[src/rtl/lct_pkg.sv]
// Shared types and constants for the minimum line tree unit.
// Used by every module of the block; depends on nothing.
package lct_pkg;

  localparam int X_BITS    = 10;
  localparam int AW        = X_BITS + 1;
  localparam int NODES     = 1 << AW;
  localparam int IDX_W     = AW + 1;
  localparam int STK_DEPTH = X_BITS + 1;
  localparam int SP_W      = $clog2(STK_DEPTH + 1);
  localparam int CW        = 33;
  localparam int VW        = 64;
  localparam int IN_DW     = 224;

  localparam logic [IDX_W-1:0] NODE_LAST = IDX_W'(NODES - 1);

  localparam logic [1:0] REQ_LINE  = 2'd0;
  localparam logic [1:0] REQ_SEG   = 2'd1;
  localparam logic [1:0] REQ_QUERY = 2'd2;

  localparam logic [1:0] CFG_DLOW  = 2'd0;
  localparam logic [1:0] CFG_DHIGH = 2'd1;
  localparam logic [1:0] CFG_EMPTY = 2'd2;

  localparam logic [VW-1:0] EMPTY_RESET = 64'h7FFF_FFFF_FFFF_FFFF;
  localparam logic [31:0]   DHIGH_RESET = 32'd1023;

  typedef enum logic [3:0] {
    OP_NONE, OP_CLR, OP_LOAD, OP_EVAL, OP_WRITE_NEW, OP_SPLIT,
    OP_PUSH_DESC, OP_POP, OP_QSTEP, OP_RES_VAL, OP_RES_OOD
  } dp_op_e;

  typedef enum logic [2:0] {
    EV_TL, EV_TR, EV_XL, EV_XR, EV_XM, EV_TM, EV_QV
  } ev_e;

  typedef enum logic [4:0] {
    ST_CLR, ST_IDLE, ST_DISP, ST_LCHK, ST_LRD, ST_LEV, ST_LWAIT, ST_LDEC,
    ST_SVIS, ST_SCHK, ST_SEV, ST_SWAIT, ST_SDEC, ST_SPOP,
    ST_QVIS, ST_QRD, ST_QWAIT, ST_QSTEP, ST_RVAL, ST_ROOD
  } state_e;

  typedef struct packed {
    dp_op_e op;
    ev_e    ev;
  } dp_cmd_t;

  typedef struct packed {
    logic       clr_last;
    logic [1:0] kind;
    logic       ordered;
    logic       seg_ok;
    logic       q_ood;
    logic       node_valid;
    logic       in_range;
    logic       seg_hit;
    logic       seg_cover;
    logic       keep_old;
    logic       take_new;
    logic       leaf;
    logic       sp_empty;
    logic       q_last;
    logic       ev_idle;
    logic       out_free;
  } dp_stat_t;

  typedef struct packed {
    logic          valid;
    logic [VW-1:0] slope;
    logic [VW-1:0] icpt;
  } node_t;

  typedef struct packed {
    logic [IDX_W-1:0] idx;
    logic [CW-1:0]    l;
    logic [CW-1:0]    r;
  } stk_t;

endpackage

[src/rtl/lct_ctrl.sv]
// Controller: sequences clear pass, line insert, segment walk and query.
// Drives lct_dp by command; depends on lct_pkg.
module lct_ctrl (
  input  logic               clk_i,
  input  logic               rst_ni,
  input  logic               s_tvalid_i,
  output logic               s_tready_o,
  input  lct_pkg::dp_stat_t  stat_i,
  output lct_pkg::dp_cmd_t   cmd_o
);
  import lct_pkg::*;

  state_e     state_q, state_d;
  logic [2:0] cnt_q, cnt_d;
  state_e     done_st;

  assign done_st = (stat_i.kind == REQ_SEG) ? ST_SPOP : ST_IDLE;

  always_ff @(posedge clk_i or negedge rst_ni) begin
    if (!rst_ni) begin
      state_q <= ST_CLR;
      cnt_q   <= '0;
    end else begin
      state_q <= state_d;
      cnt_q   <= cnt_d;
    end
  end

  always_comb begin
    state_d    = state_q;
    cnt_d      = cnt_q;
    s_tready_o = 1'b0;
    cmd_o      = '{op: OP_NONE, ev: ev_e'(cnt_q)};
    case (state_q)
      ST_CLR: begin
        cmd_o.op = OP_CLR;
        if (stat_i.clr_last) state_d = ST_IDLE;
      end
      ST_IDLE: begin
        s_tready_o = 1'b1;
        if (s_tvalid_i) begin
          cmd_o.op = OP_LOAD;
          state_d  = ST_DISP;
        end
      end
      ST_DISP: begin
        case (stat_i.kind)
          REQ_LINE:  state_d = stat_i.ordered ? ST_LCHK : ST_IDLE;
          REQ_SEG:   state_d = (stat_i.ordered && stat_i.seg_ok) ? ST_SVIS : ST_IDLE;
          REQ_QUERY: state_d = stat_i.q_ood ? ST_ROOD : ST_QRD;
          default:   state_d = ST_IDLE;
        endcase
      end
      ST_LCHK: state_d = stat_i.in_range ? ST_LRD : done_st;
      ST_LRD: begin
        if (!stat_i.node_valid) begin
          cmd_o.op = OP_WRITE_NEW;
          state_d  = done_st;
        end else begin
          cnt_d   = '0;
          state_d = ST_LEV;
        end
      end
      ST_LEV: begin
        cmd_o.op = OP_EVAL;
        cnt_d    = cnt_q + 3'd1;
        if (cnt_q == 3'(EV_TM)) state_d = ST_LWAIT;
      end
      ST_LWAIT: if (stat_i.ev_idle) state_d = ST_LDEC;
      ST_LDEC: begin
        if (stat_i.keep_old) begin
          state_d = done_st;
        end else if (stat_i.take_new) begin
          cmd_o.op = OP_WRITE_NEW;
          state_d  = done_st;
        end else begin
          cmd_o.op = OP_SPLIT;
          state_d  = ST_LCHK;
        end
      end
      ST_SVIS: state_d = ST_SCHK;
      ST_SCHK: begin
        cnt_d = '0;
        if (!stat_i.seg_hit) state_d = ST_SPOP;
        else if (stat_i.seg_cover) state_d = ST_LRD;
        else if (stat_i.node_valid) state_d = ST_SEV;
        else state_d = ST_SDEC;
      end
      ST_SEV: begin
        cmd_o.op = OP_EVAL;
        cnt_d    = cnt_q + 3'd1;
        if (cnt_q == 3'(EV_XR)) state_d = ST_SWAIT;
      end
      ST_SWAIT: if (stat_i.ev_idle) state_d = ST_SDEC;
      ST_SDEC: begin
        if ((stat_i.node_valid && stat_i.keep_old) || stat_i.leaf) begin
          state_d = ST_SPOP;
        end else begin
          cmd_o.op = OP_PUSH_DESC;
          state_d  = ST_SVIS;
        end
      end
      ST_SPOP: begin
        if (stat_i.sp_empty) begin
          state_d = ST_IDLE;
        end else begin
          cmd_o.op = OP_POP;
          state_d  = ST_SVIS;
        end
      end
      ST_QVIS: state_d = ST_QRD;
      ST_QRD: begin
        if (stat_i.node_valid) begin
          cmd_o.op = OP_EVAL;
          cmd_o.ev = EV_QV;
          state_d  = ST_QWAIT;
        end else begin
          state_d = ST_QSTEP;
        end
      end
      ST_QWAIT: if (stat_i.ev_idle) state_d = ST_QSTEP;
      ST_QSTEP: begin
        cmd_o.op = OP_QSTEP;
        state_d  = stat_i.q_last ? ST_RVAL : ST_QVIS;
      end
      ST_RVAL: begin
        if (stat_i.out_free) begin
          cmd_o.op = OP_RES_VAL;
          state_d  = ST_IDLE;
        end
      end
      ST_ROOD: begin
        if (stat_i.out_free) begin
          cmd_o.op = OP_RES_OOD;
          state_d  = ST_IDLE;
        end
      end
      default: state_d = ST_IDLE;
    endcase
  end

endmodule

[config.mk]
export PLATFORM = sky130hd
export DESIGN_NAME = lct_ctrl
export DESIGN_NICKNAME = d
export VERILOG_FILES = /design/src/rtl/lct_pkg.sv /design/src/rtl/lct_ctrl.sv
export SDC_FILE = /design/constraint.sdc
export NUM_CORES = 1
export LEC_CHECK = 0
export ABC_AREA = 1
export ABC_CLOCK_PERIOD_IN_PS = 1700
export BUFFER_PORTS_ARGS = -buffer_cell sky130_fd_sc_hd__buf_2
export CAP_MARGIN = 20
export CORE_UTILIZATION = 55
export CTS_BUF_LIST = sky130_fd_sc_hd__clkbuf_4
export CTS_CLUSTER_SIZE = 10
export DETAILED_ROUTE_END_ITERATION = 7
export HOLD_SLACK_MARGIN = 0.05
export PLACE_DENSITY_LB_ADDON = 0.3
export RECOVER_POWER = 50
export SLEW_MARGIN = 20
export SYNTH_ARGS = -nofsm -noshare
export SYNTH_HDL_FRONTEND = slang
export SYNTH_SLANG_ARGS = --single-unit
[constraint.sdc]
create_clock -name clk_i -period 1.7 [get_ports clk_i]
set_input_delay 0.255 -clock clk_i [delete_from_list [all_inputs] [get_ports clk_i]]
set_output_delay 0.255 -clock clk_i [all_outputs]
set_load 0.05 [all_outputs]
# Yosys cells after proc, flatten, opt, wreduce, memory -nomap -nowiden
# Cells that the tools add are included.
# Widths: inputs -> output; s select.
[totals]
reg_bits = 8
inputBits = 20
output_inout_bits = 8
word_cells = 84
[op_classes]
add_sub_neg = 1
n_eq_ne = 32
muxes = 39
n_reduce_logical = 10
[ops]
columns = ["op", "n"]
rows = [
  ["$pmux 5 s19", 1],
  ["$mux 5", 11],
  ["$mux 4", 11],
  ["$pmux 4 s11", 1],
  ["$eq 5x4->1 const B", 8],
  ["$mux 3", 8],
  ["$eq 5x3->1 const B", 4],
  ["$eq 5x5->1 const B", 4],
  ["$ne 2x2->1 const B", 8],
  ["$pmux 5 s3", 1],
  ["$eq 5x2->1 const B", 2],
  ["$pmux 3 s3", 1],
  ["$reduce_and 8->1", 1],
  ["$eq 5x1->1 const B", 1],
  ["$logic_not 5->1", 1],
  ["$mux 2", 2],
  ["$reduce_or 2->1", 2],
  ["$add 3x1->3 const B", 1],
  ["$eq 3x2->1 const B", 1],
  ["$eq 3x3->1 const B", 1],
  ["$mux 1", 3],
  ["$reduce_bool 3->1", 1],
  ["$eq 2x1->1 const B", 1],
  ["$eq 2x2->1 const B", 1],
  ["other kinds (5)", 6],
]

# Longest topological paths before layout
# Gate-level depths: netlist of the first run.
[depth]
word_depth = 5
ltp_mapped = 11
mapped_depth_nobuf = 10

# Worst setup path before layout of the first run
# No wires, ideal clock.
[synth_timing]
path_type = "reg2out"
startpoint = "register state_q[2]"
endpoint = "output port cmd_o[4] in the netlist's numbering"
t_arrival_ns = 2.065
slack_ns = -0.620
path_stages_with_launch = 7
n_path_buf = 1
cell_sequence = "dfrtp_1 buf_6 nor2_2 nand2_1 nor2_1 a21oi_1 nand4_1"
[synth_rtl]
columns = ["element", "line", "rtl"]
rows = [
  ["start, declared", "lct_ctrl.sv:13", "state_e state_q, state_d;"],
  ["start signal, assigned", "lct_ctrl.sv:24", "state_q <= state_d;"],
  ["end, declared", "lct_ctrl.sv:9", "output lct_pkg::dp_cmd_t cmd_o"],
]

==> out/metrics.cfg, run 1 <==
[synth]
ys_warn_count=0
syn_area_um2=1097
syn_avg_cell_area_um2=5.598
seq_area_frac_synth_pct=18.24
ys_top_cells_by_area=dfrtp_1 18%, nand2_1 17%, nand3_1 11%, nor2_1 9.9%, inv_1 7.5%
synth_top_area_share_pct=18.24
synth_cell_type_count=23
synth_nets=219
ys_ff_latch=8
yosysTopAreaCell=dfrtp_1
synthCells=196

[worst_setup_path]
path_buf_inv=2
required_ps=1440
max_stage_delay_ps=530
worstPathArrival_ps=1790
critPathKind=reg -> out
r2r_slack_ps=-200
critPathSlowestCell=dfrtp_2
r2r-start=state_q[2]
end_kind=output port
critPathTopFamily=flip-flops
worst_setup_path_start_kind=register
cp_max_fo=7
r2r-end=state_q[0]
reg2reg_depth=11
cp_cell_sequence=buf_6, nand2_2, nor2_4, nand2_2, o221ai_2, buf_6

[layout]
drive_gt1_share_pct=42.13
final_area_um2=1687
fillers=67
final_util_pct=93.61
antenna_cells=0
final_cells=279
multiInputGateArea_um2=894.6
seq_area_um2=203.9
layout.cells.most_common=nand2_1
area_delta_synth_final_pct=53.71
layout.nets=279
layout_common_cells=45 x nand2_1, 29 x buf_4, 22 x nor2_1, 22 x nand3_1

[sta]
setup_viol=16
timing.final.crit_period_ps=2044
slew_headroom_pct=62.14
hold_violations=0
setup_ws_ps=-343.8
finalCritPeriodShare_pct=120.2
grt_setup_unrepaired=true
tns_ps=-2882
fin_skew_ps=2.546
hold_slack_ps=415.2
max_freq_ghz=0.4893
worst_pin_slew_ps=567.9
slew_viol_final=0

[floorplanning]
coreArea_um2=1802
start_util_pct=60.90
chipWidth_um=46.67
dieArea_um2=2178
die_y_um=46.67
io_pins=28
core.rowCount=15

[global_route]
antenna_found_initial=0
grt_first_pass_wirelength_mm=6.458
overflow=0
grt_max_degree=12
grt.total_usage_pct=42.30
grt_pass1_vias=1506

[hold_path]
hold_path.class=in -> reg
hold_depth=4
hold_start=stat_i[7]
hold_end=state_q[3]

[cts]
cts.sinks=8
clkLatencyLatePin_ps=260
root_buffer=clkbuf_4
cts_inserted_buffers=3
clockBufferDepth=2
cts.clk_slew.worst_paths_ps=60
htreeDepth=1
cts_tree=yes

[pwr]
power_density_nw_per_um2=1970
peakVddDrop_mv=1.522
leakage_nw=0.8871

[routing]
drtPass1Iterations=8
viasPerCell=7.004
wl_per_cell_um=22.30
dr_total_vias=1954
final_antenna_net_count=0
wirelength_mm=6.223
drc=1
drtIter0Drc=271

[placed_design]
placed_cells=263
place.detailed.hpwl_mm=2.959
place_area_um2=1396
port_buffers=27
gp_congestion=1.009

[status]
violations=design-rule violations, negative setup slack
outcome=complete, but fails checks

[job]
cap_violations=0

## worst reg2reg max path, delay by kind of cell (launching register included)
| family | cells | cell delay [ps] |
|---|---|---|
| buf+inv | 2 | 350 |
| simple gates | 9 | 910 |
| flops | 1 | 530 |
## per-layer routing
layer,track usage [%],vias up,routed length (um)
met5,0,-,0
met4,14.86,0,721
met3,10.98,96,1023
met2,75.28,255,2568
met1,47.90,843,1911
li1,-,760,-
## cells in the mapped netlist, drive strengths merged
master	number
nand2	55
nor2	37
inv	26
nand3	24
nand4	11
a21oi	9
dfrtp	8
o21ai	8
nor3	5
buf	3
ha	3
o21bai	2
a31oi	1
clkbuf	1
o2111ai	1
o221ai	1
o31ai	1
## stage by stage
step | worst slack (ps) | power, mW
after global routing | -414.1 | 3.447
after floorplan | -198.5 | 1.730
after detailed placement | -5.022 | 2.297
after global placement | 38.57 | 2.245
after CTS | -113.7 | 2.690
final | -343.8 | 3.322
## cell type report
| cell class | count | area share (%) |
|---|---|---|
| clock buffer | 3 | 1.335 |
| inverter | 26 | 5.935 |
| multi-input combinational | 158 | 53.04 |
| sequential | 8 | 12.09 |
| tap | 25 | 1.855 |
| timing repair buffer | 59 | 25.74 |
## flip-flops by register name (all words and copies together), names as in the netlist
register,count
cnt_q,3
state_q,5
## cells by family after synthesis
| family | count (synthesis) | share of synthesized area, % |
|---|---|---|
| AO/OA/AOI/OAI | 23 | 11.97 |
| adder cells (fa/ha/maj) | 3 | 3.421 |
| buffers and inverters | 30 | 11.74 |
| flip-flops | 8 | 18.24 |
| AND/OR/NAND/NOR | 132 | 54.62 |
## power by group
| group | switching [mW] | internal [mW] |
|---|---|---|
| clock network | 0.0773 | 0.0817 |
| registers | 0.135 | 0.275 |
| logic | 1.81 | 0.940 |
## worst max path at each step
stage	start	end	slack (ps)	cells past startpoint
finish	state_q[2]	cmd_o[5]	-340	6
detailed placement	state_q[3]	cmd_o[4]	-5	9
CTS	state_q[3]	cmd_o[4]	-110	9
global route	state_q[4]	cmd_o[3]	-410	9
global placement	state_q[3]	cmd_o[3]	40	9
floorplan	state_q[2]	cmd_o[4]	-200	6
## repair_timing
item / 4_1_cts / 5_1_grt
buffers inserted: 5 / 7
endpoints found under the hold margin: 8 / 0
hold buffers: 1 / 0
pin swaps: 4 / 7
gates resized for setup: 27 / 28
setup endpoints to repair: 7 / 12
(Power assumes the default switching activity.)
==> run 2, diff against run 1 <==
Settings changed: ABC_CLOCK_PERIOD_IN_PS 1700 to 1650, CORE_MARGIN set to 2, CORE_UTILIZATION 55 to 49.
Clock period 1.7 ns to 1.65 ns, I/O delays scaled along.
==> run 2 against run 1 <==
Effect of this change: the run still ends with design-rule violations, negative setup slack left; global-route usage increased by 5.1 points; clock skew decreased by 1.1 ps; critical path type unchanged; critical endpoint is now cmd_o[3]; sequential share of layout area decreased by 2.1 points; largest power group unchanged; die area increased by 21%; worst setup slack got worse by 34 ps; combinational power increased by 25%; highest routed layer unchanged.
==> out/metrics.cfg, run 2 (same netlist as run 1, synthesis figures left out) <==
[status]
outcome=complete, but fails checks
violations=design-rule violations, negative setup slack

[floorplanning]
coreArea_um2=2170  ; +20%
start_util_pct=50.58  ; -10 points
io_pins=28  ; unchanged
dieArea_um2=2634  ; +21%
die_y_um=51.32  ; +10%
chipWidth_um=51.32  ; +10%
core.rowCount=17  ; +2

[sta]
setup_viol=16  ; unchanged
tns_ps=-3438  ; -556.7 ps
hold_slack_ps=384.9  ; -30.28 ps
fin_skew_ps=1.451  ; -1.095 ps
setup_ws_ps=-378.1  ; -34.39 ps
max_freq_ghz=0.4931
timing.final.crit_period_ps=2028
finalCritPeriodShare_pct=122.9
slew_viol_final=0  ; unchanged
slew_headroom_pct=67.06  ; +4.9 points
worst_pin_slew_ps=494.1  ; -73.85 ps
hold_violations=0  ; unchanged
grt_setup_unrepaired=true

[routing]
dr_total_vias=2105  ; +7.7%
final_antenna_net_count=0  ; unchanged
drtPass1Iterations=8  ; unchanged
viasPerCell=6.790  ; -3.0%
wl_per_cell_um=24.01  ; +7.6%
drtIter0Drc=292  ; +7.7%
wirelength_mm=7.443  ; +20%
drc=114  ; +113

[cts]
cts_tree=yes
root_buffer=clkbuf_4
cts.sinks=8  ; unchanged
htreeDepth=1  ; unchanged
cts.clk_slew.worst_paths_ps=70  ; about the same
cts_inserted_buffers=3  ; unchanged
clkLatencyLatePin_ps=270  ; about the same
clockBufferDepth=2  ; unchanged

[layout]
largest_reg_flops=5  ; unchanged
top_regs=state_q (5), cnt_q (3)
layout.cells.most_common=buf_4
drive_gt1_share_pct=52.13  ; +10 points
layout.nets=306  ; +9.7%
antenna_cells=0  ; unchanged
final_area_um2=2049  ; +22%
top_register=state_q
area_delta_synth_final_pct=86.77
layout_common_cells=52 x buf_4, 42 x nand2_1, 20 x nor2_1, 20 x nand3_1, 18 x buf_2

[placed_design]
place.detailed.hpwl_mm=3.275  ; +11%
place_ws_ps=-101.9  ; -96.89 ps
gp_congestion=0.9974  ; -1.2%
place_area_um2=1602  ; +15%
port_buffers=27  ; unchanged

[global_route]
grt_pass1_vias=1857  ; +23%
grt_max_degree=9  ; -3
overflow=0  ; unchanged
antenna_found_initial=0  ; unchanged
grt_first_pass_wirelength_mm=9.094  ; +41%
grt.total_usage_pct=47.42  ; +5.1 points

[worst_setup_path]
critPathSlowestCell=dfrtp_2
end_kind=output port
r2r-end=state_q[1]
worst_setup_path_start_kind=register
worstPathArrival_ps=1780  ; about the same
required_ps=1400  ; -40 ps
max_stage_delay_ps=520  ; about the same
critPathKind=reg -> out
cp_cell_sequence=nand3_4, nor3_4, buf_4, nor2_1, nand4_1, buf_6
r2r_slack_ps=-280  ; -80 ps
path_buf_inv=2  ; unchanged
r2r-start=state_q[2]
critPathTopFamily=simple AND/OR/NAND/NOR gates
cp_max_fo=5  ; -2
reg2reg_depth=11  ; unchanged

[pwr]
power_density_nw_per_um2=1986  ; +0.83%
leakage_nw=1.046  ; +18%
peakVddDrop_mv=1.690  ; +11%

[job]
cap_violations=0  ; unchanged

[hold_path]
hold_start=stat_i[2]
hold_path.class=in -> reg
hold_depth=5  ; +1
hold_end=state_q[4]

[run 2: cell types whose count changed in the layout (fill, tap and decap cells not counted), moves of 2 or more]
| cell | before | now |
|---|---|---|
| buf_4 | 29 | 52 |
| buf_6 | 10 | 12 |
| buf_8 | 0 | 2 |
| nand2_1 | 45 | 42 |
| nand2_4 | 1 | 4 |
| nand3_1 | 22 | 20 |
| nand3_4 | 1 | 3 |
| nor2_1 | 22 | 20 |
| nor2_2 | 7 | 4 |
| nor2_4 | 8 | 13 |
| nor3_2 | 2 | 0 |
| nor3_4 | 0 | 2 |
[run 2: worst max-delay path by stage]
stage	start	slack (ps)	cells after the start	end
2_1_floorplan	state_q[2]	-150	6	cmd_o[4]
3_3_place_gp	state_q[3]	-90	7	cmd_o[4]
3_5_place_dp	state_q[4]	-100	7	cmd_o[5]
4_1_cts	state_q[3]	-170	9	cmd_o[3]
5_1_grt	state_q[2]	-550	10	state_q[2]
6_report	state_q[3]	-380	6	cmd_o[3]
[run 2: stage by stage]
stage	power [mW]	utilization, %	std cells
4_1_cts	3.321	88.00	304
3_5_place_dp	2.661	73.82	288
2_1_floorplan	1.853	-	196
3_3_place_gp	2.633	73.82	288
5_1_grt	4.187	94.46	310
6_report	4.070	94.46	310
[run 2: worst min-delay path: stages]
cell and delay [ps]:
buf_2 90, a21oi_1 70, nand3_1 100, nand2_1 60, nand2_1 60
[run 2: layout make-up]
cell class              instances  area, um^2
fillers                        66       120.1
well taps                      28       35.03
clock buffers                   4       30.03
inverters                      26       102.6
multi-input cells             158        1017
flip-flops and latches          8       205.2
repair buffers                 86       659.4
[run 2: repair_timing]
| item | 4_1_cts | 5_1_grt |
|---|---|---|
| pin swaps | 19 | 14 |
| gates resized for setup | 52 | 23 |
| buffers inserted | 11 | 7 |
| hold buffers | 1 | 0 |
| endpoints found under the setup margin | 8 | 16 |
| endpoints found under the hold margin | 8 | 0 |
[run 2: power by group]
| part | internal [mW] | leakage, nW | switching, mW |
|---|---|---|---|
| Clock | 0.110 | 0.0184 | 0.0940 |
| Sequential | 0.284 | 0.0985 | 0.143 |
| Combinational | 1.33 | 0.929 | 2.10 |
| Total | 1.73 | 1.05 | 2.34 |
[run 2: metal layers]
layer  GRT usage (%)  vias to the layer above  wire [um]
met5               0                        -          0
met4           31.58                        0       1019
met3           9.942                      134       1177
met2           76.84                      256       3008
met1           56.16                      892       2238
li1                -                      823          -
==> run 3, diff against run 2 <==
Settings changed: CORE_UTILIZATION 49 to 48, CTS_BUF_LIST sky130_fd_sc_hd__clkbuf_4 to unset, SLEW_MARGIN 20 to 30.
==> run 3 against run 2 <==
Effect of this change: the flow finishes with violations (negative setup slack); first-iteration DRC count down 38%; clock power down 21%; clock skew up 4.1 ps; power down 13%; sequential power down 8.9%; global-route usage down 12 points; core utilization down 10 points; hold slack worse by 1.3 ps; register-to-register slack better by 130 ps; non-clock buffer count down 16; sequential share of layout area up 1.1 points; cell area down 9.8%.
==> out/metrics.cfg, run 3 (same netlist as run 1, synthesis figures left out) <==
[status]
outcome=complete, but fails checks
violations=negative setup slack

[pwr]
power_density_nw_per_um2=1904  ; -4.1%
leakage_nw=0.9580  ; -8.4%
peakVddDrop_mv=1.721  ; +1.8%

[worst_setup_path]
cp_max_fo=5  ; unchanged
critPathSlowestCell=dfrtp_2
end_kind=output port
max_stage_delay_ps=450  ; -70 ps
cp-startpoint=state_q[2]
worst_setup_path_start_kind=register
critPathKind=reg -> out
worstPathArrival_ps=1580  ; -200 ps
required_ps=1400  ; about the same
r2r-end=state_q[1]
reg2reg_depth=10  ; -1
cp_cell_sequence=nand3_2, nor3_2, a21oi_1, buf_4, nand4_1, buf_6
r2r_slack_ps=-150  ; +130 ps
r2r-start=state_q[1]
setup.worst_path.end=cmd_o[4]

[job]
cap_violations=0  ; unchanged

[floorplanning]
core.rowCount=17  ; unchanged
die_y_um=51.81  ; +0.95%
io_pins=28  ; unchanged
chipWidth_um=51.81  ; +0.95%
coreArea_um2=2191  ; +0.98%
start_util_pct=50.09  ; -0.49 points
dieArea_um2=2684  ; +1.9%

[layout]
layout_common_cells=43 x nand2_1, 34 x buf_4, 22 x nor2_1
top_register=state_q
drive_gt1_share_pct=46.24  ; -5.9 points
final_area_um2=1849  ; -9.8%
top_regs=state_q (5), cnt_q (3)
largest_reg_flops=5  ; unchanged
area_delta_synth_final_pct=68.53
final_util_pct=84.41  ; -10 points
layout.nets=290  ; -5.2%
antenna_cells=0  ; unchanged
layout.cells.most_common=nand2_1
fillers=119  ; +80%

[cts]
cts_inserted_buffers=3  ; unchanged
cts.sinks=8  ; unchanged
htreeDepth=1  ; unchanged
clkLatencyLatePin_ps=260  ; about the same
root_buffer=clkbuf_4
clockBufferDepth=2  ; unchanged
cts_tree=yes
cts.clk_slew.worst_paths_ps=60  ; about the same

[placed_design]
place_ws_ps=-16.33  ; +85.59 ps
place_area_um2=1519  ; -5.2%
port_buffers=27  ; unchanged
place.detailed.hpwl_mm=3.183  ; -2.8%
gp_congestion=1.034  ; +3.7%

[hold_path]
hold_path.class=in -> reg
hold_depth=5  ; unchanged

[sta]
slew_viol_final=0  ; unchanged
finalCritPeriodShare_pct=110.7  ; -12 points
worst_pin_slew_ps=497.6  ; +3.540 ps
grt_setup_unrepaired=true
hold_violations=0  ; unchanged
slew_headroom_pct=66.83  ; -0.24 points
fin_skew_ps=5.508  ; +4.057 ps
max_freq_ghz=0.5474  ; +11%
setup_ws_ps=-176.9  ; +201.2 ps
setup_viol=10  ; -6
tns_ps=-1098  ; +2340 ps
timing.final.crit_period_ps=1827  ; -201.2 ps

[routing]
drc=0  ; -100%
viasPerCell=5.922  ; -13%
final_antenna_net_count=0  ; unchanged
wl_per_cell_um=16.84  ; -30%
drtPass1Iterations=6  ; -2
drtIter0Drc=180  ; -38%
wirelength_mm=4.950  ; -33%
dr_total_vias=1741  ; -17%

[global_route]
grt_max_degree=11  ; +2
antenna_found_initial=0  ; unchanged
grt.total_usage_pct=35.26  ; -12 points
grt_first_pass_wirelength_mm=6.900  ; -24%
overflow=0  ; unchanged
grt_pass1_vias=1513  ; -19%

run 3: cell types whose count changed in the layout (fill, tap and decap cells not counted), sizes merged:
cell  change
buf      -16
run 3: metal layers:
| metal | global-route usage, % | wire, um |
|---|---|---|
| met1 | 45.14 | 1775 |
| met2 | 60.68 | 2270 |
| met3 | 4.885 | 578 |
| met4 | 11.84 | 325 |
| met5 | 0 | 0 |
run 3: stage by stage:
step / power, mW / std cells / hold WS (ps)
floorplan: 1.853 / 196 / -48.09
global placement: 2.514 / 277 / 102.4
detailed placement: 2.533 / 277 / 103.6
CTS: 3.102 / 291 / 347.4
global route: 3.709 / 294 / 397.9
finish: 3.521 / 294 / 383.6
run 3: worst min-delay path by stage:
stage	from	end	slack, ps
2_1_floorplan	rst_ni	cnt_q[0]	-50
3_3_place_gp	rst_ni	state_q[0]	100
3_5_place_dp	rst_ni	state_q[0]	100
4_1_cts	stat_i[2]	state_q[4]	350
5_1_grt	stat_i[2]	state_q[4]	400
6_report	stat_i[2]	state_q[4]	380
run 3: worst max-delay path, delay by kind of cell (launching register included):
family,cells,cell delay (ps)
compound gates,1,80
buf+inv,2,320
flops,1,450
simple gates,3,470
run 3: timing repair:
action | CTS | global route
setup buffers | 9 | 3
gates resized for setup | 31 | 27
hold buffers | 1 | 0
endpoints found under the hold margin | 8 | 0
pin swaps | 10 | 6
setup endpoints to repair | 15 | 16
run 3: cell type report:
| cell class | count | area (um^2) | share of cell area [%] |
|---|---|---|---|
| clock buffer | 4 | 26.28 | 1.421 |
| inverter | 26 | 100.1 | 5.413 |
| multi-input combinational | 158 | 939.7 | 50.81 |
| sequential | 8 | 205.2 | 11.10 |
| tap | 28 | 35.03 | 1.894 |
| timing repair buffer | 70 | 543.0 | 29.36 |
run 3: power by group:
part           switching [mW]  internal [mW]
Clock                  0.0687         0.0926
Combinational            1.79           1.18
Sequential              0.104          0.285
